--- src/rtl/core/tpfs_pkg.sv ---
// ----------------------------------------------------------------------------
// tpfs_pkg
// Shared types and constants of the thermal packet frame synchronizer.
// ----------------------------------------------------------------------------
package tpfs_pkg;

    // Stream geometry.
    localparam int PACKET_BYTES        = 164;
    localparam int PACKETS_PER_SEGMENT = 60;
    localparam int SEGMENTS            = 4;
    localparam int SEGMENT_ID_PACKET   = 20;
    localparam int FRAME_PACKETS       = PACKETS_PER_SEGMENT * SEGMENTS;

    localparam int OFF_W = $clog2(PACKET_BYTES);
    localparam int IDX_W = $clog2(FRAME_PACKETS);
    localparam int SEG_W = $clog2(PACKETS_PER_SEGMENT);

    // Field widths.
    localparam int BYTE_W  = 8;
    localparam int ADDR_W  = 16;
    localparam int TALLY_W = 16;
    localparam int DLIM_W  = 10;
    localparam int RLIM_W  = 8;
    localparam int MLIM_W  = 8;
    localparam int SRCH_W  = 11;

    // Configuration port.
    localparam int CFG_INDEX_W = 2;
    localparam int CFG_DATA_W  = 10;

    localparam logic [CFG_INDEX_W-1:0] CFG_DISCARD_LIMIT  = 2'd0;
    localparam logic [CFG_INDEX_W-1:0] CFG_RESYNC_LIMIT   = 2'd1;
    localparam logic [CFG_INDEX_W-1:0] CFG_MISMATCH_LIMIT = 2'd2;

    localparam logic [DLIM_W-1:0] DISCARD_LIMIT_RESET  = 10'd120;
    localparam logic [RLIM_W-1:0] RESYNC_LIMIT_RESET   = 8'd50;
    localparam logic [MLIM_W-1:0] MISMATCH_LIMIT_RESET = 8'd10;

    // Header codes.
    localparam logic [3:0]        DISCARD_NIBBLE = 4'hF;
    localparam logic [BYTE_W-1:0] SEG_ID_MASK    = 8'h70;
    localparam logic [BYTE_W-1:0] SEG_ID_ONE     = 8'h10;

    // Queue between front and back.
    localparam int QUEUE_DEPTH = 2;
    localparam int QPTR_W      = $clog2(QUEUE_DEPTH);
    localparam int QCNT_W      = $clog2(QUEUE_DEPTH + 1);

    // One classified byte as handed from front to back.
    typedef struct packed {
        logic [BYTE_W-1:0] data;
        logic [OFF_W-1:0]  offset;
        logic              first;
        logic              second;
        logic              last;
    } item_t;

    // One result of the back part.
    typedef struct packed {
        logic               store_enable;
        logic [ADDR_W-1:0]  store_address;
        logic [BYTE_W-1:0]  store_byte;
        logic               frame_done;
        logic               frame_discard;
        logic               camera_reset;
        logic [TALLY_W-1:0] read_error_count;
        logic [TALLY_W-1:0] check_error_count;
    } result_t;

endpackage

--- src/rtl/core/tpfs_ifs.sv ---
// ----------------------------------------------------------------------------
// tpfs channel interfaces
// Byte link, result and configuration channels with valid/ready handshakes.
// ----------------------------------------------------------------------------
interface tpfs_byte_if;
    logic                       valid;
    logic                       ready;
    logic [tpfs_pkg::BYTE_W-1:0] spi_byte;

    modport source (output valid, output spi_byte, input ready);
    modport sink   (input valid, input spi_byte, output ready);
endinterface

interface tpfs_result_if;
    logic                         valid;
    logic                         ready;
    logic                         store_enable;
    logic [tpfs_pkg::ADDR_W-1:0]  store_address;
    logic [tpfs_pkg::BYTE_W-1:0]  store_byte;
    logic                         frame_done;
    logic                         frame_discard;
    logic                         camera_reset;
    logic [tpfs_pkg::TALLY_W-1:0] read_error_count;
    logic [tpfs_pkg::TALLY_W-1:0] check_error_count;

    modport source (output valid, output store_enable, output store_address,
                    output store_byte, output frame_done, output frame_discard,
                    output camera_reset, output read_error_count,
                    output check_error_count, input ready);
    modport sink   (input valid, input store_enable, input store_address,
                    input store_byte, input frame_done, input frame_discard,
                    input camera_reset, input read_error_count,
                    input check_error_count, output ready);
endinterface

interface tpfs_cfg_if;
    logic                             valid;
    logic                             ready;
    logic [tpfs_pkg::CFG_INDEX_W-1:0] index;
    logic [tpfs_pkg::CFG_DATA_W-1:0]  data;

    modport source (output valid, output index, output data, input ready);
    modport sink   (input valid, input index, input data, output ready);
endinterface

--- src/rtl/core/tpfs_front.sv ---
// ----------------------------------------------------------------------------
// tpfs_front
// Accepts link bytes, tracks the byte offset within a packet and tags each
// byte with its position flags before pushing it into the queue.
// ----------------------------------------------------------------------------
module tpfs_front (
    input  logic                clk,
    input  logic                rst_n,
    tpfs_byte_if.sink           link,
    input  logic                full,
    output logic                push,
    output tpfs_pkg::item_t     push_item
);

    logic [tpfs_pkg::OFF_W-1:0] offset_reg;
    logic [tpfs_pkg::OFF_W-1:0] offset_next;

    // A request is taken whenever the queue has room.
    assign link.ready = !full;
    assign push       = link.valid && !full;

    // Classify the byte by its place in the packet.
    always_comb
    begin
        push_item.data   = link.spi_byte;
        push_item.offset = offset_reg;
        push_item.first  = (offset_reg == '0);
        push_item.second = (offset_reg == tpfs_pkg::OFF_W'(1));
        push_item.last   = (offset_reg == tpfs_pkg::OFF_W'(tpfs_pkg::PACKET_BYTES - 1));
    end

    // The offset advances on every accepted byte and wraps at the packet end.
    always_comb
    begin
        offset_next = offset_reg;
        if (push)
        begin
            if (push_item.last)
            begin
                offset_next = '0;
            end
            else
            begin
                offset_next = offset_reg + tpfs_pkg::OFF_W'(1);
            end
        end
    end

    always_ff @(posedge clk or negedge rst_n)
    begin
        if (!rst_n)
        begin
            offset_reg <= '0;
        end
        else
        begin
            offset_reg <= offset_next;
        end
    end

endmodule

--- src/rtl/core/tpfs_queue.sv ---
// ----------------------------------------------------------------------------
// tpfs_queue
// Short first-in first-out buffer that decouples the front from the back.
// ----------------------------------------------------------------------------
module tpfs_queue (
    input  logic            clk,
    input  logic            rst_n,
    input  logic            push,
    input  tpfs_pkg::item_t push_item,
    output logic            full,
    input  logic            pop,
    output logic            q_valid,
    output tpfs_pkg::item_t q_item
);

    tpfs_pkg::item_t               slot_reg [tpfs_pkg::QUEUE_DEPTH];
    logic [tpfs_pkg::QPTR_W-1:0]   wr_ptr_reg;
    logic [tpfs_pkg::QPTR_W-1:0]   wr_ptr_next;
    logic [tpfs_pkg::QPTR_W-1:0]   rd_ptr_reg;
    logic [tpfs_pkg::QPTR_W-1:0]   rd_ptr_next;
    logic [tpfs_pkg::QCNT_W-1:0]   count_reg;
    logic [tpfs_pkg::QCNT_W-1:0]   count_next;

    assign full    = (count_reg == tpfs_pkg::QCNT_W'(tpfs_pkg::QUEUE_DEPTH));
    assign q_valid = (count_reg != '0);
    assign q_item  = slot_reg[rd_ptr_reg];

    // Pointer and fill count update.
    always_comb
    begin
        wr_ptr_next = push ? wr_ptr_reg + tpfs_pkg::QPTR_W'(1) : wr_ptr_reg;
        rd_ptr_next = pop  ? rd_ptr_reg + tpfs_pkg::QPTR_W'(1) : rd_ptr_reg;
        count_next  = count_reg;
        if (push && !pop)
        begin
            count_next = count_reg + tpfs_pkg::QCNT_W'(1);
        end
        else if (pop && !push)
        begin
            count_next = count_reg - tpfs_pkg::QCNT_W'(1);
        end
    end

    always_ff @(posedge clk or negedge rst_n)
    begin
        if (!rst_n)
        begin
            wr_ptr_reg <= '0;
            rd_ptr_reg <= '0;
            count_reg  <= '0;
        end
        else
        begin
            wr_ptr_reg <= wr_ptr_next;
            rd_ptr_reg <= rd_ptr_next;
            count_reg  <= count_next;
        end
    end

    // Slot storage needs no reset.
    always_ff @(posedge clk)
    begin
        if (push)
        begin
            slot_reg[wr_ptr_reg] <= push_item;
        end
    end

endmodule

--- src/rtl/core/tpfs_back.sv ---
// ----------------------------------------------------------------------------
// tpfs_back
// Frame synchronization state machine: search, segment-one check, blind
// store of the remaining segments, packet number check, retry counters and
// error tallies. Holds the configuration registers and the result register.
// ----------------------------------------------------------------------------
module tpfs_back (
    input  logic            clk,
    input  logic            rst_n,
    input  logic            q_valid,
    input  tpfs_pkg::item_t q_item,
    output logic            pop,
    tpfs_cfg_if.sink        cfg,
    tpfs_result_if.source   frame
);

    typedef enum logic [1:0] {
        PH_SEARCH = 2'd0,
        PH_FIRST  = 2'd1,
        PH_BLIND  = 2'd2
    } phase_t;

    function automatic logic [tpfs_pkg::TALLY_W-1:0] sat_inc(
        input logic [tpfs_pkg::TALLY_W-1:0] v
    );
        return (&v) ? v : v + tpfs_pkg::TALLY_W'(1);
    endfunction

    // Configuration registers.
    logic [tpfs_pkg::DLIM_W-1:0]  discard_limit_reg;
    logic [tpfs_pkg::RLIM_W-1:0]  resync_limit_reg;
    logic [tpfs_pkg::MLIM_W-1:0]  mismatch_limit_reg;

    // Frame state.
    phase_t                       phase_reg,      phase_next;
    logic [tpfs_pkg::IDX_W-1:0]   index_reg,      index_next;
    logic [tpfs_pkg::SEG_W-1:0]   seg_pkt_reg,    seg_pkt_next;
    logic [tpfs_pkg::ADDR_W-1:0]  base_reg,       base_next;
    logic [tpfs_pkg::SRCH_W-1:0]  search_reg,     search_next;
    logic [tpfs_pkg::RLIM_W-1:0]  retries_reg,    retries_next;
    logic [tpfs_pkg::MLIM_W-1:0]  bad_reg,        bad_next;
    logic                         seg_one_reg,    seg_one_next;
    logic                         mismatch_reg,   mismatch_next;
    logic [tpfs_pkg::TALLY_W-1:0] read_tally_reg, read_tally_next;
    logic [tpfs_pkg::TALLY_W-1:0] check_tally_reg, check_tally_next;

    // Result register.
    logic                         out_valid_reg,  out_valid_next;
    tpfs_pkg::result_t            result_reg,     result_next;

    logic                         seg_end;

    // An item is processed when the result register is free or being emptied.
    assign pop       = q_valid && (!out_valid_reg || frame.ready);
    assign cfg.ready = 1'b1;

    assign frame.valid             = out_valid_reg;
    assign frame.store_enable      = result_reg.store_enable;
    assign frame.store_address     = result_reg.store_address;
    assign frame.store_byte        = result_reg.store_byte;
    assign frame.frame_done        = result_reg.frame_done;
    assign frame.frame_discard     = result_reg.frame_discard;
    assign frame.camera_reset      = result_reg.camera_reset;
    assign frame.read_error_count  = result_reg.read_error_count;
    assign frame.check_error_count = result_reg.check_error_count;

    // Per-byte state update and result.
    always_comb
    begin
        phase_next       = phase_reg;
        index_next       = index_reg;
        seg_pkt_next     = seg_pkt_reg;
        base_next        = base_reg;
        search_next      = search_reg;
        retries_next     = retries_reg;
        bad_next         = bad_reg;
        seg_one_next     = seg_one_reg;
        mismatch_next    = mismatch_reg;
        read_tally_next  = read_tally_reg;
        check_tally_next = check_tally_reg;
        result_next      = '0;
        seg_end          = 1'b0;

        if (pop)
        begin
            unique case (phase_reg)
                PH_FIRST, PH_BLIND:
                begin
                    result_next.store_enable  = 1'b1;
                    result_next.store_byte    = q_item.data;
                    result_next.store_address = base_reg
                                              + tpfs_pkg::ADDR_W'(q_item.offset);

                    if (q_item.second
                        && (q_item.data != tpfs_pkg::BYTE_W'(seg_pkt_reg)))
                    begin
                        mismatch_next = 1'b1;
                    end
                    if ((phase_reg == PH_FIRST) && q_item.first
                        && (index_reg == tpfs_pkg::IDX_W'(tpfs_pkg::SEGMENT_ID_PACKET)))
                    begin
                        seg_one_next = ((q_item.data & tpfs_pkg::SEG_ID_MASK)
                                        == tpfs_pkg::SEG_ID_ONE);
                    end

                    if (q_item.last)
                    begin
                        seg_end = (phase_reg == PH_FIRST)
                               && (index_reg == tpfs_pkg::IDX_W'(
                                      tpfs_pkg::PACKETS_PER_SEGMENT - 1));
                        if (seg_end && !seg_one_next)
                        begin
                            // Segment one was not found: resume the search.
                            result_next.frame_discard = 1'b1;
                            phase_next   = PH_SEARCH;
                            index_next   = '0;
                            seg_pkt_next = '0;
                            base_next    = '0;
                        end
                        else if (index_reg >= tpfs_pkg::IDX_W'(
                                     tpfs_pkg::FRAME_PACKETS - 1))
                        begin
                            // End of frame: pass or count a bad frame.
                            if (!mismatch_next)
                            begin
                                result_next.frame_done = 1'b1;
                                bad_next = '0;
                            end
                            else
                            begin
                                result_next.frame_discard = 1'b1;
                                if (({1'b0, bad_reg} + 9'd1) > {1'b0, mismatch_limit_reg})
                                begin
                                    bad_next = '0;
                                    check_tally_next = sat_inc(check_tally_reg);
                                    result_next.camera_reset = 1'b1;
                                end
                                else
                                begin
                                    bad_next = bad_reg + tpfs_pkg::MLIM_W'(1);
                                end
                            end
                            retries_next = '0;
                            search_next  = '0;
                            phase_next   = PH_SEARCH;
                            index_next   = '0;
                            seg_pkt_next = '0;
                            base_next    = '0;
                        end
                        else
                        begin
                            // Next packet of the frame.
                            if (seg_end)
                            begin
                                phase_next = PH_BLIND;
                            end
                            index_next = index_reg + tpfs_pkg::IDX_W'(1);
                            base_next  = base_reg
                                       + tpfs_pkg::ADDR_W'(tpfs_pkg::PACKET_BYTES);
                            if (seg_pkt_reg == tpfs_pkg::SEG_W'(
                                    tpfs_pkg::PACKETS_PER_SEGMENT - 1))
                            begin
                                seg_pkt_next = '0;
                            end
                            else
                            begin
                                seg_pkt_next = seg_pkt_reg + tpfs_pkg::SEG_W'(1);
                            end
                        end
                    end
                end

                default:
                begin
                    // Searching: every decision is taken on a packet's first byte.
                    phase_next = PH_SEARCH;
                    if (q_item.first)
                    begin
                        if (search_reg > tpfs_pkg::SRCH_W'(discard_limit_reg))
                        begin
                            search_next = '0;
                            result_next.frame_discard = 1'b1;
                            if (({1'b0, retries_reg} + 9'd1) > {1'b0, resync_limit_reg})
                            begin
                                retries_next = '0;
                                read_tally_next = sat_inc(read_tally_reg);
                                result_next.camera_reset = 1'b1;
                            end
                            else
                            begin
                                retries_next = retries_reg + tpfs_pkg::RLIM_W'(1);
                            end
                        end
                        else
                        begin
                            search_next = search_reg + tpfs_pkg::SRCH_W'(1);
                            if (q_item.data[3:0] != tpfs_pkg::DISCARD_NIBBLE)
                            begin
                                phase_next    = PH_FIRST;
                                index_next    = '0;
                                seg_pkt_next  = '0;
                                base_next     = '0;
                                seg_one_next  = 1'b0;
                                mismatch_next = 1'b0;
                                result_next.store_enable = 1'b1;
                                result_next.store_byte   = q_item.data;
                            end
                        end
                    end
                end
            endcase
        end

        result_next.read_error_count  = read_tally_next;
        result_next.check_error_count = check_tally_next;
    end

    // Output register handshake.
    always_comb
    begin
        out_valid_next = out_valid_reg;
        if (pop)
        begin
            out_valid_next = 1'b1;
        end
        else if (frame.ready)
        begin
            out_valid_next = 1'b0;
        end
    end

    // Control state, configuration and counters.
    always_ff @(posedge clk or negedge rst_n)
    begin
        if (!rst_n)
        begin
            discard_limit_reg  <= tpfs_pkg::DISCARD_LIMIT_RESET;
            resync_limit_reg   <= tpfs_pkg::RESYNC_LIMIT_RESET;
            mismatch_limit_reg <= tpfs_pkg::MISMATCH_LIMIT_RESET;
            phase_reg          <= PH_SEARCH;
            index_reg          <= '0;
            seg_pkt_reg        <= '0;
            base_reg           <= '0;
            search_reg         <= '0;
            retries_reg        <= '0;
            bad_reg            <= '0;
            seg_one_reg        <= 1'b0;
            mismatch_reg       <= 1'b0;
            read_tally_reg     <= '0;
            check_tally_reg    <= '0;
            out_valid_reg      <= 1'b0;
        end
        else
        begin
            if (cfg.valid)
            begin
                unique case (cfg.index)
                    tpfs_pkg::CFG_DISCARD_LIMIT:
                        discard_limit_reg <= cfg.data;
                    tpfs_pkg::CFG_RESYNC_LIMIT:
                        resync_limit_reg <= cfg.data[tpfs_pkg::RLIM_W-1:0];
                    tpfs_pkg::CFG_MISMATCH_LIMIT:
                        mismatch_limit_reg <= cfg.data[tpfs_pkg::MLIM_W-1:0];
                    default:
                    begin
                    end
                endcase
            end
            phase_reg       <= phase_next;
            index_reg       <= index_next;
            seg_pkt_reg     <= seg_pkt_next;
            base_reg        <= base_next;
            search_reg      <= search_next;
            retries_reg     <= retries_next;
            bad_reg         <= bad_next;
            seg_one_reg     <= seg_one_next;
            mismatch_reg    <= mismatch_next;
            read_tally_reg  <= read_tally_next;
            check_tally_reg <= check_tally_next;
            out_valid_reg   <= out_valid_next;
        end
    end

    // Result payload needs no reset.
    always_ff @(posedge clk)
    begin
        if (pop)
        begin
            result_reg <= result_next;
        end
    end

endmodule

--- src/rtl/core/thermal_packet_frame_sync_core.sv ---
// ----------------------------------------------------------------------------
// thermal_packet_frame_sync_core
// Frame synchronizer for a packetized thermal camera byte stream.
//
//   Channel  Role   Request carries
//   -------  -----  ----------------------------------------------------------
//   link     sink   spi_byte, one raw byte of the serial link
//   frame    source store_enable/address/byte, frame_done, frame_discard,
//                   camera_reset, read_error_count, check_error_count
//   cfg      sink   index (0 discard, 1 resync, 2 mismatch limit), data
//
// One byte per clock is sustained while frame.ready stays high; every byte
// gives exactly one result. The byte is written into the queue when it is
// accepted, and the back state machine registers its result when it pops the
// byte, which waits while the result register holds an untaken result.
// rst_n clears all counters and restores the limit registers to their
// defaults. A two-entry queue lets the link keep sending while a result
// waits on frame.ready; link.ready drops only when that queue is full.
// ----------------------------------------------------------------------------
module thermal_packet_frame_sync_core (
    input  logic          clk,
    input  logic          rst_n,
    tpfs_byte_if.sink     link,
    tpfs_result_if.source frame,
    tpfs_cfg_if.sink      cfg
);

    logic            push;
    tpfs_pkg::item_t push_item;
    logic            full;
    logic            pop;
    logic            q_valid;
    tpfs_pkg::item_t q_item;

    // Byte classification.
    tpfs_front u_front (
        .clk       (clk),
        .rst_n     (rst_n),
        .link      (link),
        .full      (full),
        .push      (push),
        .push_item (push_item)
    );

    // Decoupling queue.
    tpfs_queue u_queue (
        .clk       (clk),
        .rst_n     (rst_n),
        .push      (push),
        .push_item (push_item),
        .full      (full),
        .pop       (pop),
        .q_valid   (q_valid),
        .q_item    (q_item)
    );

    // Synchronization state machine and result register.
    tpfs_back u_back (
        .clk     (clk),
        .rst_n   (rst_n),
        .q_valid (q_valid),
        .q_item  (q_item),
        .pop     (pop),
        .cfg     (cfg),
        .frame   (frame)
    );

endmodule
--- src/flat_wrapper.sv ---
// flat-port wrapper written by rule: the top's interface ports become plain ports
module thermal_packet_frame_sync_core_flat 
  (clk, rst_n, link_valid, link_spi_byte, link_ready, frame_valid, frame_store_enable, frame_store_address, frame_store_byte, frame_frame_done, frame_frame_discard, frame_camera_reset, frame_read_error_count, frame_check_error_count, frame_ready, cfg_valid, cfg_index, cfg_data, cfg_ready);
  tpfs_byte_if link_i ();
  tpfs_result_if frame_i ();
  tpfs_cfg_if cfg_i ();
  input  logic clk;
  input  logic rst_n;
  input wire logic [$bits(link_i.valid)-1:0] link_valid;
  input wire logic [$bits(link_i.spi_byte)-1:0] link_spi_byte;
  output wire logic [$bits(link_i.ready)-1:0] link_ready;
  output wire logic [$bits(frame_i.valid)-1:0] frame_valid;
  output wire logic [$bits(frame_i.store_enable)-1:0] frame_store_enable;
  output wire logic [$bits(frame_i.store_address)-1:0] frame_store_address;
  output wire logic [$bits(frame_i.store_byte)-1:0] frame_store_byte;
  output wire logic [$bits(frame_i.frame_done)-1:0] frame_frame_done;
  output wire logic [$bits(frame_i.frame_discard)-1:0] frame_frame_discard;
  output wire logic [$bits(frame_i.camera_reset)-1:0] frame_camera_reset;
  output wire logic [$bits(frame_i.read_error_count)-1:0] frame_read_error_count;
  output wire logic [$bits(frame_i.check_error_count)-1:0] frame_check_error_count;
  input wire logic [$bits(frame_i.ready)-1:0] frame_ready;
  input wire logic [$bits(cfg_i.valid)-1:0] cfg_valid;
  input wire logic [$bits(cfg_i.index)-1:0] cfg_index;
  input wire logic [$bits(cfg_i.data)-1:0] cfg_data;
  output wire logic [$bits(cfg_i.ready)-1:0] cfg_ready;
  assign link_i.valid = link_valid;
  assign link_i.spi_byte = link_spi_byte;
  assign link_ready = link_i.ready;
  assign frame_valid = frame_i.valid;
  assign frame_store_enable = frame_i.store_enable;
  assign frame_store_address = frame_i.store_address;
  assign frame_store_byte = frame_i.store_byte;
  assign frame_frame_done = frame_i.frame_done;
  assign frame_frame_discard = frame_i.frame_discard;
  assign frame_camera_reset = frame_i.camera_reset;
  assign frame_read_error_count = frame_i.read_error_count;
  assign frame_check_error_count = frame_i.check_error_count;
  assign frame_i.ready = frame_ready;
  assign cfg_i.valid = cfg_valid;
  assign cfg_i.index = cfg_index;
  assign cfg_i.data = cfg_data;
  assign cfg_ready = cfg_i.ready;
  thermal_packet_frame_sync_core u_core (.clk(clk), .rst_n(rst_n), .link(link_i), .frame(frame_i), .cfg(cfg_i));
endmodule
--- config.mk ---
export PLATFORM = sky130hd
export DESIGN_NAME = thermal_packet_frame_sync_core_flat
export DESIGN_NICKNAME = d
export VERILOG_FILES = /design/src/rtl/core/tpfs_pkg.sv /design/src/rtl/core/tpfs_ifs.sv /design/src/rtl/core/tpfs_front.sv /design/src/rtl/core/tpfs_queue.sv /design/src/rtl/core/tpfs_back.sv /design/src/rtl/core/thermal_packet_frame_sync_core.sv /design/src/flat_wrapper.sv
export SDC_FILE = /design/constraint.sdc
export NUM_CORES = 1
export LEC_CHECK = 0
export ABC_AREA = 1
export BUFFER_PORTS_ARGS = -buffer_cell sky130_fd_sc_hd__buf_2
export CAP_MARGIN = 20
export CORE_UTILIZATION = 61
export CTS_CLUSTER_DIAMETER = 100
export DETAILED_ROUTE_END_ITERATION = 10
export GPL_TIMING_DRIVEN = 0
export PLACE_DENSITY_LB_ADDON = 0.05
export REMOVE_ABC_BUFFERS = 1
export SYNTH_ARGS = -nofsm -noshare
export SYNTH_HDL_FRONTEND = slang
export SYNTH_SLANG_ARGS = --single-unit
--- constraint.sdc ---
create_clock -name clk -period 3.7 [get_ports clk]
set_input_delay 0.74 -clock clk [delete_from_list [all_inputs] [get_ports clk]]
set_output_delay 0.74 -clock clk [all_outputs]
set_load 0.02 [all_outputs]
==> metrics.txt, run 1 <==
sinks on the clock net=roughly 230; die span in x=between 100 and 150 um; post-detailed-placement half-perimeter wirelength=roughly 17000 um; TritonCTS clock tree=done; global-route wire length before repair=39520 um; arrival time worst endpoint=3.66 ns; Post-synth ARST share=0.5702; Ports=a little under 90; category of the most critical setup path=register to register; synthesized area per cell=about 8.8 um^2; Setup crit end=u_core.u_back.frame.read_error_count[3]; commonest non-fill, non-tap cell in the layout=sky130_fd_sc_hd__nand2_1; pin count of the biggest net entering global routing=69; final setup slack of the worst path=between 0.3 and 0.4 ns; unrepaired setup endpoints after global routing=no; number of pins with negative max-slew slack in the final report=0; Port-buffer cells=86; Post-Route Skew=a little under 0.02 ns; hold violation total from the final report=0; antenna-violating nets left=0; area taken by multi-input logic gates=between 4000 and 5000 um^2; dpl cell area=between 10000 and 15000 um^2; final hold slack=0.2006 ns; register cell area after layout=around 6200 um^2; power per cell area=722.4 nW/um^2; Synth Warn #=0; number of fillers in the final layout=~1500; floorplan row count=50; number of clock buffers inserted by TritonCTS=24; initial antenna violation count=0; #FFs+latches synth=~230; number of buffers on the longest clock path=3; VDD IR max=between 0.6 and 0.7 mV; DRC violation count after routing=0; Max Fclk=294.2 MHz; Worst Path Max Fanout=17; worst setup path startpoint=u_core.u_back.retries_reg[0]; reg-to-reg endpoint=u_core.u_back.frame.read_error_count[3]; antenna cell count=0; max FFs per register=38; period utilisation layout=0.9186; final critical delay including setup and external delays=between 3 and 4 ns; most frequent cells in the layout=300 x sky130_fd_sc_hd__nand2_1, 194 x sky130_fd_sc_hd__inv_1, 120 x sky130_fd_sc_hd__dfrtp_1; reg-to-reg setup timing slack=~0.3 ns; Cell variety after synth=46; total via count in the routed design=8989; height of the die=roughly 140 um; post-DR wirelength/cell=between 10 and 15 um; required arrival time at the worst endpoint=just under 4 ns; Worst-path clk slew=~0.060 ns; Seq/Total Area, Yosys=0.5316; synthesized instance count=1325; Final #Nets=1493; Startpoint Class=register; effective utilization at floorplan=0.6242; vias in the first global route=8444; H-tree lvl count=1; run status=complete, no violations; CTS root buffer=sky130_fd_sc_hd__clkbuf_16; worst max-slew margin expressed relative to the limit=0.3603; number of enable-type register cells in the synthesized netlist=a little under 100; predominant post-synthesis flop cell=sky130_fd_sc_hd__dfrtp_1; Clock Latency Late Sink=approximately 0.53 ns; average via count per standard cell=~5.4; Worst Tran Pin Value=about 0.96 ns; drt initial violations=591; global-route congestion overflow total=0; die area=19700 um^2; crit path capture type=register; launch point of the worst reg-to-reg path=u_core.u_back.retries_reg[0]; RePlAce Congestion=0.8595; Worst Reg-to-Reg Cells=14; area of the core=between 15000 and 20000 um^2; Hold Crit Class=input port to asynchronous set/reset pin; fraction of final layout cells with drive strength greater than 1=0.1209; worst setup slack before clock tree synthesis=-0.08857 ns; # setup viols final=0; Tot GR Track Use=0.2480; static leakage=6.085 nW; Non-Filler Cell Area, Final=13210 um^2; number of search-and-repair iterations in the first detailed-routing pass=8; cell area after technology mapping=between 10000 and 15000 um^2; number of maximum-capacitance constraint violations=0; area overhead of the layout relative to synthesis=13.15%; final WL=between 20000 and 25000 um
-- cell families after synthesis --
group | count (synthesis) | share of synthesized area
AND/OR/NAND/NOR | 594 | 0.2224
buffers and inverters | 226 | 0.07630
AO/OA/AOI/OAI | 186 | 0.08723
XOR/XNOR | 42 | 0.03150
flip-flops | 228 | 0.5316
adder cells (fa/ha/maj) | 47 | 0.05036
other | 2 | 0.0006432
-- cell type report --
| class | instances | share of cell area |
|---|---|---|
| Timing Repair Buffer | 91 | 0.04044 |
| Multi-Input combinational cell | 871 | 0.3469 |
| Inverter | 205 | 0.05853 |
| Sequential cell | 228 | 0.4699 |
| Clock buffer | 29 | 0.04849 |
| Tap cell | 234 | 0.02216 |
| Clock inverter | 15 | 0.01354 |
-- cells in the mapped netlist, drive strengths merged (24+ instances only) --
library cell,number,share of area
xor2,29,0.022
nor2,106,0.037
ha,47,0.050
nor3,30,0.013
edfxtp,98,0.25
a21oi,56,0.026
inv,204,0.066
nand3,110,0.048
dfrtp,121,0.26
o21ai,112,0.050
nand2,306,0.10
nand4,24,0.013
-- where the power goes --
group	switching, W	internal (W)
Sequential	0.000352	0.00343
Clock	0.000976	0.00151
Combinational	0.00231	0.000965
Total	0.00363	0.00591
-- what timing repair did --
item,CTS,global route
buffers inserted,0,0
setup endpoints to repair,4,2
hold buffers,0,0
gates resized for setup,1,1
-- worst min path at each step --
stage	end	slack (ns)	from	cells past startpoint
6_report	u_core.u_back.retries_reg[6]	0.20	rst_n	1
5_1_grt	u_core.u_back.retries_reg[6]	0.25	rst_n	1
4_1_cts	u_core.u_back.read_tally_reg[15]	0.22	rst_n	1
3_5_place_dp	u_core.u_back.mismatch_reg	0.46	u_core.u_back.mismatch_reg	2
3_3_place_gp	u_core.u_back.mismatch_reg	0.46	u_core.u_back.mismatch_reg	2
2_1_floorplan	u_core.u_back.bad_reg[0]	0.44	rst_n	0
-- layer usage --
metal  up-vias  track usage  share of wire
met5         -            0              0
li1       4552            -              -
met4         0      0.09196          0.033
met1      4178       0.3142           0.44
met2       204       0.4358           0.49
met3        55      0.03179          0.040
-- through the flow --
step           TNS, ns  power, W  std cells    util
2_1_floorplan        0  0.006026       1304       -
3_3_place_gp    -27.79  0.006956       1624  0.6565
3_5_place_dp   -0.1307  0.007106       1629  0.6623
4_1_cts              0  0.009620       1673  0.7062
5_1_grt              0   0.01010       1673  0.7063
6_report             0  0.009543       1673  0.7063
-- worst max-delay path: stages (launching register included) --
cell	delay [ns]
sky130_fd_sc_hd__dfrtp_1	0.44
sky130_fd_sc_hd__ha_1	0.25
sky130_fd_sc_hd__and3_1	0.23
sky130_fd_sc_hd__nand3_1	0.10
sky130_fd_sc_hd__xor2_1	0.16
sky130_fd_sc_hd__inv_1	0.08
sky130_fd_sc_hd__ha_1	0.30
sky130_fd_sc_hd__nand2_1	0.07
sky130_fd_sc_hd__nand3b_1	0.17
sky130_fd_sc_hd__nand3b_1	0.17
sky130_fd_sc_hd__nand2_1	0.06
sky130_fd_sc_hd__nand2_1	0.34
sky130_fd_sc_hd__nor2_4	0.46
sky130_fd_sc_hd__nand2_1	0.12
sky130_fd_sc_hd__xor2_1	0.18
No activity file was read; power rests on OpenSTA's default activity.
==> run 2, diff against run 1 <==
Settings changed: CORE_UTILIZATION 61 to 55, SLEW_MARGIN from default to 25.
Clock period 3.7 ns to 2.85 ns, I/O delays scaled along.
==> metrics.txt, run 2 (same netlist as run 1, synthesis figures left out) <==
run status=finished with violations; RePlAce Congestion=0.8494 (-1.2%); global-route congestion overflow total=0 (unchanged); pin count of the biggest net entering global routing=71 (+2.9%); number of search-and-repair iterations in the first detailed-routing pass=5 (-3); Worst Tran Pin Value=0.6969 ns (-0.2626 ns); H-tree lvl count=1 (unchanged); number of clock buffers inserted by TritonCTS=23 (-4.2%); most frequent cells in the layout=281 x sky130_fd_sc_hd__nand2_1, 188 x sky130_fd_sc_hd__inv_1, 120 x sky130_fd_sc_hd__dfrtp_1; # setup viols final=0 (unchanged); floorplan row count=52 (+4.0%); Worst Path Max Fanout=5 (-12); max FFs per register=38 (unchanged); reg-to-reg setup timing slack=0.04 ns (-0.26 ns); final critical delay including setup and external delays=2.813 ns (-0.5863 ns); antenna cell count=0 (unchanged); power per cell area=930.3 nW/um^2 (+29%); hold violation total from the final report=11 (+11); top metal layer carrying routed signals=met4; TritonCTS clock tree=done; total via count in the routed design=9130 (+1.6%); Tot GR Track Use=0.2357 (-0.01226); average via count per standard cell=5.281 (-1.7%); Final #Nets=1515 (+1.5%); worst setup path startpoint=u_core.u_back.retries_reg[0]; period utilisation layout=0.9869 (+0.06825); Ports=88 (unchanged); core occupancy in the finished layout=0.6761 (-0.03022); height of the die=147.7 um (+5.2%); number of buffers on the longest clock path=3 (unchanged); final hold slack=-0.01564 ns (-0.2162 ns); number of pins with negative max-slew slack in the final report=0 (unchanged); DRC violation count after routing=0 (unchanged); category of the most critical setup path=register to register; quantity of hold-fixing buffers added after cts=0 (unchanged); drt initial violations=480 (-19%); VDD IR max=0.7077 mV (+11%); Max Fclk=355.5 MHz (+21%); initial antenna violation count=0 (unchanged); Hold Crit Class=input port to asynchronous set/reset pin; CTS root buffer=sky130_fd_sc_hd__clkbuf_16; final WL=25340 um (+6.2%); static leakage=6.308 nW (+3.7%); Worst-path clk slew=0.06 ns (about the same); Placed Cells incl. Taps=1666 (+2.3%); Clock Latency Late Sink=0.51 ns (-0.02 ns); Finished Layout Cells=1729 (+3.3%); Port-buffer cells=86 (unchanged); Startpoint Class=register; Setup crit end=u_core.u_back.frame.read_error_count[3]; Met1 Routed Length=11260 um (+7.3%); antenna-violating nets left=0 (unchanged); post-DR wirelength/cell=14.66 um (+2.8%); fraction of final layout cells with drive strength greater than 1=0.1727 (+0.05180); post-detailed-placement half-perimeter wirelength=17600 um (+3.4%); area overhead of the layout relative to synthesis=18.67%; vias in the first global route=8669 (+2.7%); number of fillers in the final layout=1679 (+14%); launch point of the worst reg-to-reg path=u_core.u_back.retries_reg[0]; worst max-slew margin expressed relative to the limit=0.5318 (+0.1715); unrepaired setup endpoints after global routing=yes; routed length on met2=12200 um (+4.9%); number of maximum-capacitance constraint violations=0 (unchanged); violated checks=hold timing; effective utilization at floorplan=0.5697 (-0.05449); reg-to-reg endpoint=u_core.u_back.frame.read_error_count[3]; die span in x=147.7 um (+5.2%); crit path capture type=register; wire length on met3=1092 um (+15%); global-route wire length before repair=41190 um (+4.2%); commonest non-fill, non-tap cell in the layout=sky130_fd_sc_hd__nand2_1; Worst Reg-to-Reg Cells=15 (+1); required arrival time at the worst endpoint=3.10 ns (-0.86 ns); arrival time worst endpoint=3.06 ns (-0.60 ns); sinks on the clock net=228 (unchanged); Post-Route Skew=0.01251 ns (-0.007325 ns); die area=21820 um^2 (+11%); area of the core=20490 um^2 (+9.6%)
run 2: changes by cell type in the layout (fill, tap and decap cells not counted), moves of 8 or more:
cell                      delta
sky130_fd_sc_hd__nand2_1    -19
sky130_fd_sc_hd__nand2_2    +14
sky130_fd_sc_hd__nand3_1    -10
sky130_fd_sc_hd__o21ai_0     -8
sky130_fd_sc_hd__buf_4      +17
sky130_fd_sc_hd__o21ai_1     +8
run 2: per-stage QoR:
stage               setup WS (ns)  total power (W)  setup TNS (ns)  area (um^2)
floorplan                 -0.1553         0.007824          -2.024        11560
global placement           -1.270         0.009111         -219.70        12330
detailed placement         -1.122         0.009349          -99.50        12470
CTS                      0.009485          0.01278               0        13430
global route              -0.1116          0.01371          -1.109        13860
finish                    0.03741          0.01289               0        13860
run 2: report_power, final:
group / switching, W / leakage [nW] / internal, W / total, W
sequential: 0.000460 / 2.57 / 0.00446 / 0.00492
clock: 0.00125 / 0.413 / 0.00205 / 0.00330
combinational: 0.00321 / 3.33 / 0.00146 / 0.00467
run 2: per-layer routing:
layer	GRT usage	vias to the layer above
met5	0	-
met3	0.03395	47
met2	0.4064	217
li1	-	4591
met1	0.3063	4275
met4	0.07784	0
run 2: area by class of cell:
cell class              instances  area [um^2]  area share
clock buffers                  32        691.9     0.04994
clock inverters                 9        147.6     0.01066
inverters                     205        787.0     0.05680
multi-input cells             872         4890      0.3529
flip-flops and latches        228         6211      0.4483
well taps                     270        337.8     0.02438
repair buffers                113        790.8     0.05707
run 2: how the worst min path moves through the flow:
stage	from	slack [ns]	depth (start not counted)	endpoint
final	rst_n	-0.02	1	u_core.u_back.retries_reg[7]
after global placement	u_core.u_back.mismatch_reg	0.46	2	u_core.u_back.mismatch_reg
after CTS	rst_n	0.008	1	u_core.u_back.read_tally_reg[11]
after global routing	rst_n	0.02	1	u_core.u_back.retries_reg[3]
after detailed placement	u_core.u_back.mismatch_reg	0.47	2	u_core.u_back.mismatch_reg
after floorplan	rst_n	0.27	0	u_core.u_back.bad_reg[0]
run 2: what timing repair did:
| item | in CTS | in global routing |
|---|---|---|
| setup endpoints to repair | 147 | 87 |
| gates resized for setup | 16 | 71 |
| pin swaps | 2 | 30 |
| cloned | 0 | 3 |
| setup buffers | 7 | 12 |
run 2: worst max-delay path, cell delays in order (launching register included):
cell and delay, ns:
sky130_fd_sc_hd__dfrtp_1 0.41, sky130_fd_sc_hd__ha_2 0.21, sky130_fd_sc_hd__and3_4 0.21, sky130_fd_sc_hd__nand3_2 0.07, sky130_fd_sc_hd__xor2_1 0.13, sky130_fd_sc_hd__inv_1 0.10
sky130_fd_sc_hd__ha_4 0.27, sky130_fd_sc_hd__nand2_2 0.04, sky130_fd_sc_hd__nand3b_1 0.16, sky130_fd_sc_hd__nand3b_1 0.18, sky130_fd_sc_hd__nand2_2 0.09, sky130_fd_sc_hd__nand2_4 0.08
sky130_fd_sc_hd__nor2_4 0.19, sky130_fd_sc_hd__clkbuf_16 0.19, sky130_fd_sc_hd__nand2_4 0.04, sky130_fd_sc_hd__xor2_1 0.17
==> run 3, diff against run 2 <==
Settings changed: REMOVE_ABC_BUFFERS 1 to default, SETUP_SLACK_MARGIN from default to 0.1.
==> metrics.txt, run 3 (same netlist as run 1, synthesis figures left out) <==
Startpoint Class=register; total via count in the routed design=9421 (+3.2%); Worst-path clk slew=0.06 ns (about the same); global-route congestion overflow total=0 (unchanged); sinks on the clock net=228 (unchanged); hold violation total from the final report=0 (-11); initial antenna violation count=0 (unchanged); worst max-slew margin expressed relative to the limit=0.5001 (-0.03174); Hold Crit Class=input port to register; category of the most critical setup path=register to register; worst setup path startpoint=u_core.u_back.retries_reg[0]; power per cell area=927.8 nW/um^2 (-0.27%); nets in the synthesized netlist=around 1400; Clock Latency Late Sink=0.52 ns (about the same); number of pins with negative max-slew slack in the final report=0 (unchanged); TritonCTS clock tree=done; final WL=26480 um (+4.5%); final setup slack of the worst path=0.02620 ns (-0.01121 ns); most frequent cells in the layout=279 x sky130_fd_sc_hd__nand2_1, 185 x sky130_fd_sc_hd__inv_1, 119 x sky130_fd_sc_hd__dfrtp_1; reg-to-reg endpoint=u_core.u_back.frame.read_error_count[5]; number of fillers in the final layout=1651 (-1.7%); arrival time worst endpoint=3.09 ns (+0.03 ns); Post-Route Skew=0.01206 ns (-0.0004471 ns); run status=complete, no violations; register cell area after layout=6210 um^2 (about the same); WHS Path Cells=1; total power consumption of the routed design=0.01313 W (+1.9%); die span in x=147.7 um (unchanged); unrepaired setup endpoints after global routing=yes; global-route wire length before repair=42980 um (+4.3%); floorplan row count=52 (unchanged); number of search-and-repair iterations in the first detailed-routing pass=5 (unchanged); commonest non-fill, non-tap cell in the layout=sky130_fd_sc_hd__nand2_1; final hold slack=0.2362 ns (+0.2519 ns); post-detailed-placement half-perimeter wirelength=18770 um (+6.6%); Worst Path Max Fanout=6 (+1); VDD IR max=0.7740 mV (+9.4%); reg-to-reg setup timing slack=0.03 ns (about the same); crit path capture type=register; final critical delay including setup and external delays=2.824 ns (+0.01121 ns); area overhead of the layout relative to synthesis=21.22%; RePlAce Congestion=0.8731 (+2.8%); area of the core=20490 um^2 (unchanged); drt initial violations=582 (+21%); number of buffers on the longest clock path=3 (unchanged); CTS root buffer=sky130_fd_sc_hd__clkbuf_16; average via count per standard cell=5.362 (+1.5%); Final #Nets=1541 (+1.7%); vias in the first global route=8916 (+2.8%); worst setup slack before clock tree synthesis=-0.2260 ns (+0.8959 ns); die area=21820 um^2 (unchanged); launch point of the worst reg-to-reg path=u_core.u_back.retries_reg[0]; number of maximum-capacitance constraint violations=0 (unchanged); fraction of final layout cells with drive strength greater than 1=0.1984 (+0.02566); height of the die=147.7 um (unchanged); DRC violation count after routing=0 (unchanged); required arrival time at the worst endpoint=3.12 ns (+0.02 ns); Non-Filler Cell Area, Final=14150 um^2 (+2.1%); Worst Reg-to-Reg Cells=16 (+1); effective utilization at floorplan=0.5697 (unchanged); Max Fclk=354.1 MHz (-0.40%); Port-buffer cells=86 (unchanged); pin count of the biggest net entering global routing=74 (+4.2%); max FFs per register=38 (unchanged); Tot GR Track Use=0.2445 (+0.008741); area taken by multi-input logic gates=5044 um^2 (+3.1%); number of clock buffers inserted by TritonCTS=25 (+8.7%); # setup viols final=0 (unchanged); Worst Tran Pin Value=0.7430 ns (+0.04612 ns); post-DR wirelength/cell=15.07 um (+2.8%); dpl cell area=12660 um^2 (+1.5%); H-tree lvl count=1 (unchanged); static leakage=6.407 nW (+1.6%); period utilisation layout=0.9908 (+0.003934); Ports=88 (unchanged); antenna-violating nets left=0 (unchanged); antenna cell count=0 (unchanged); Setup crit end=u_core.u_back.frame.read_error_count[5]
run 3: cell types whose count changed in the layout (fill, tap and decap cells not counted), moves of 4 or more:
cell | before | now
sky130_fd_sc_hd__buf_6 | 2 | 11
sky130_fd_sc_hd__clkbuf_1 | 3 | 12
sky130_fd_sc_hd__buf_4 | 17 | 23
sky130_fd_sc_hd__nand3_1 | 98 | 93
sky130_fd_sc_hd__nand3_2 | 8 | 13
sky130_fd_sc_hd__nor2_1 | 89 | 84
sky130_fd_sc_hd__o21ai_1 | 35 | 30
sky130_fd_sc_hd__clkinv_2 | 4 | 8
sky130_fd_sc_hd__ha_1 | 43 | 39
sky130_fd_sc_hd__ha_4 | 2 | 6
sky130_fd_sc_hd__o21ai_2 | 1 | 5
run 3: stage by stage:
stage	setup TNS, ns	utilization	std cells
after floorplan	-0.4379	-	1325
after global placement	-180.81	0.6104	1681
after detailed placement	-2.164	0.6178	1687
after CTS	0	0.6679	1743
after global routing	-1.056	0.6906	1757
final	0	0.6906	1757
run 3: critical path, cell delays in order (launching register included):
cell and delay [ns]:
sky130_fd_sc_hd__dfrtp_1 0.40, sky130_fd_sc_hd__ha_2 0.20, sky130_fd_sc_hd__and3_4 0.20, sky130_fd_sc_hd__nand3_2 0.07, sky130_fd_sc_hd__xor2_1 0.14, sky130_fd_sc_hd__inv_1 0.10, sky130_fd_sc_hd__ha_4 0.27, sky130_fd_sc_hd__nand2_2 0.04
sky130_fd_sc_hd__nand3b_1 0.16, sky130_fd_sc_hd__nand3b_1 0.18, sky130_fd_sc_hd__nand2_2 0.09, sky130_fd_sc_hd__nand2_4 0.08, sky130_fd_sc_hd__nor2_4 0.24, sky130_fd_sc_hd__buf_6 0.17, sky130_fd_sc_hd__nand3_2 0.07, sky130_fd_sc_hd__nand2_1 0.08
sky130_fd_sc_hd__nand2_1 0.07
run 3: power breakdown:
group	internal [W]	switching (W)	leakage [nW]
clock network	0.00208	0.00128	0.424
registers	0.00446	0.000436	2.56
logic	0.00154	0.00334	3.42
run 3: layer usage:
layer,part of all wire,wire length (um),global-route usage,up-vias
met1,0.46,12120,0.3388,4494
met5,0,0,0,-
met4,0.023,601,0.06289,0
li1,-,-,-,4653
met2,0.48,12640,0.4085,225
met3,0.042,1124,0.03086,49
run 3: area by class of cell:
class,count,share of cell area
Sequential cell,228,0.4387
Tap cell,270,0.02387
Inverter,205,0.05552
Timing Repair Buffer,119,0.05658
Clock buffer,29,0.04597
Multi-Input combinational cell,871,0.3563
Buffer,19,0.008487
Clock inverter,16,0.01450
run 3: worst min-delay path by stage:
stage                                           from                              to  slack, ns
after floorplan                                rst_n        u_core.u_back.bad_reg[0]       0.27
after global placement    u_core.u_back.mismatch_reg      u_core.u_back.mismatch_reg       0.46
after detailed placement  u_core.u_back.mismatch_reg      u_core.u_back.mismatch_reg       0.46
after CTS                           link_spi_byte[7]  u_core.u_queue.slot_reg[1][18]       0.22
after global routing                link_spi_byte[7]  u_core.u_queue.slot_reg[1][18]       0.22
final                               link_spi_byte[7]  u_core.u_queue.slot_reg[1][18]       0.24
run 3: timing repair:
action	CTS	global route
hold buffers	1	0
setup buffers	10	15
pin swaps	13	46
resized for setup	24	83
endpoints found under the hold margin	44	0
gates cloned	1	0
setup endpoints to repair	64	97
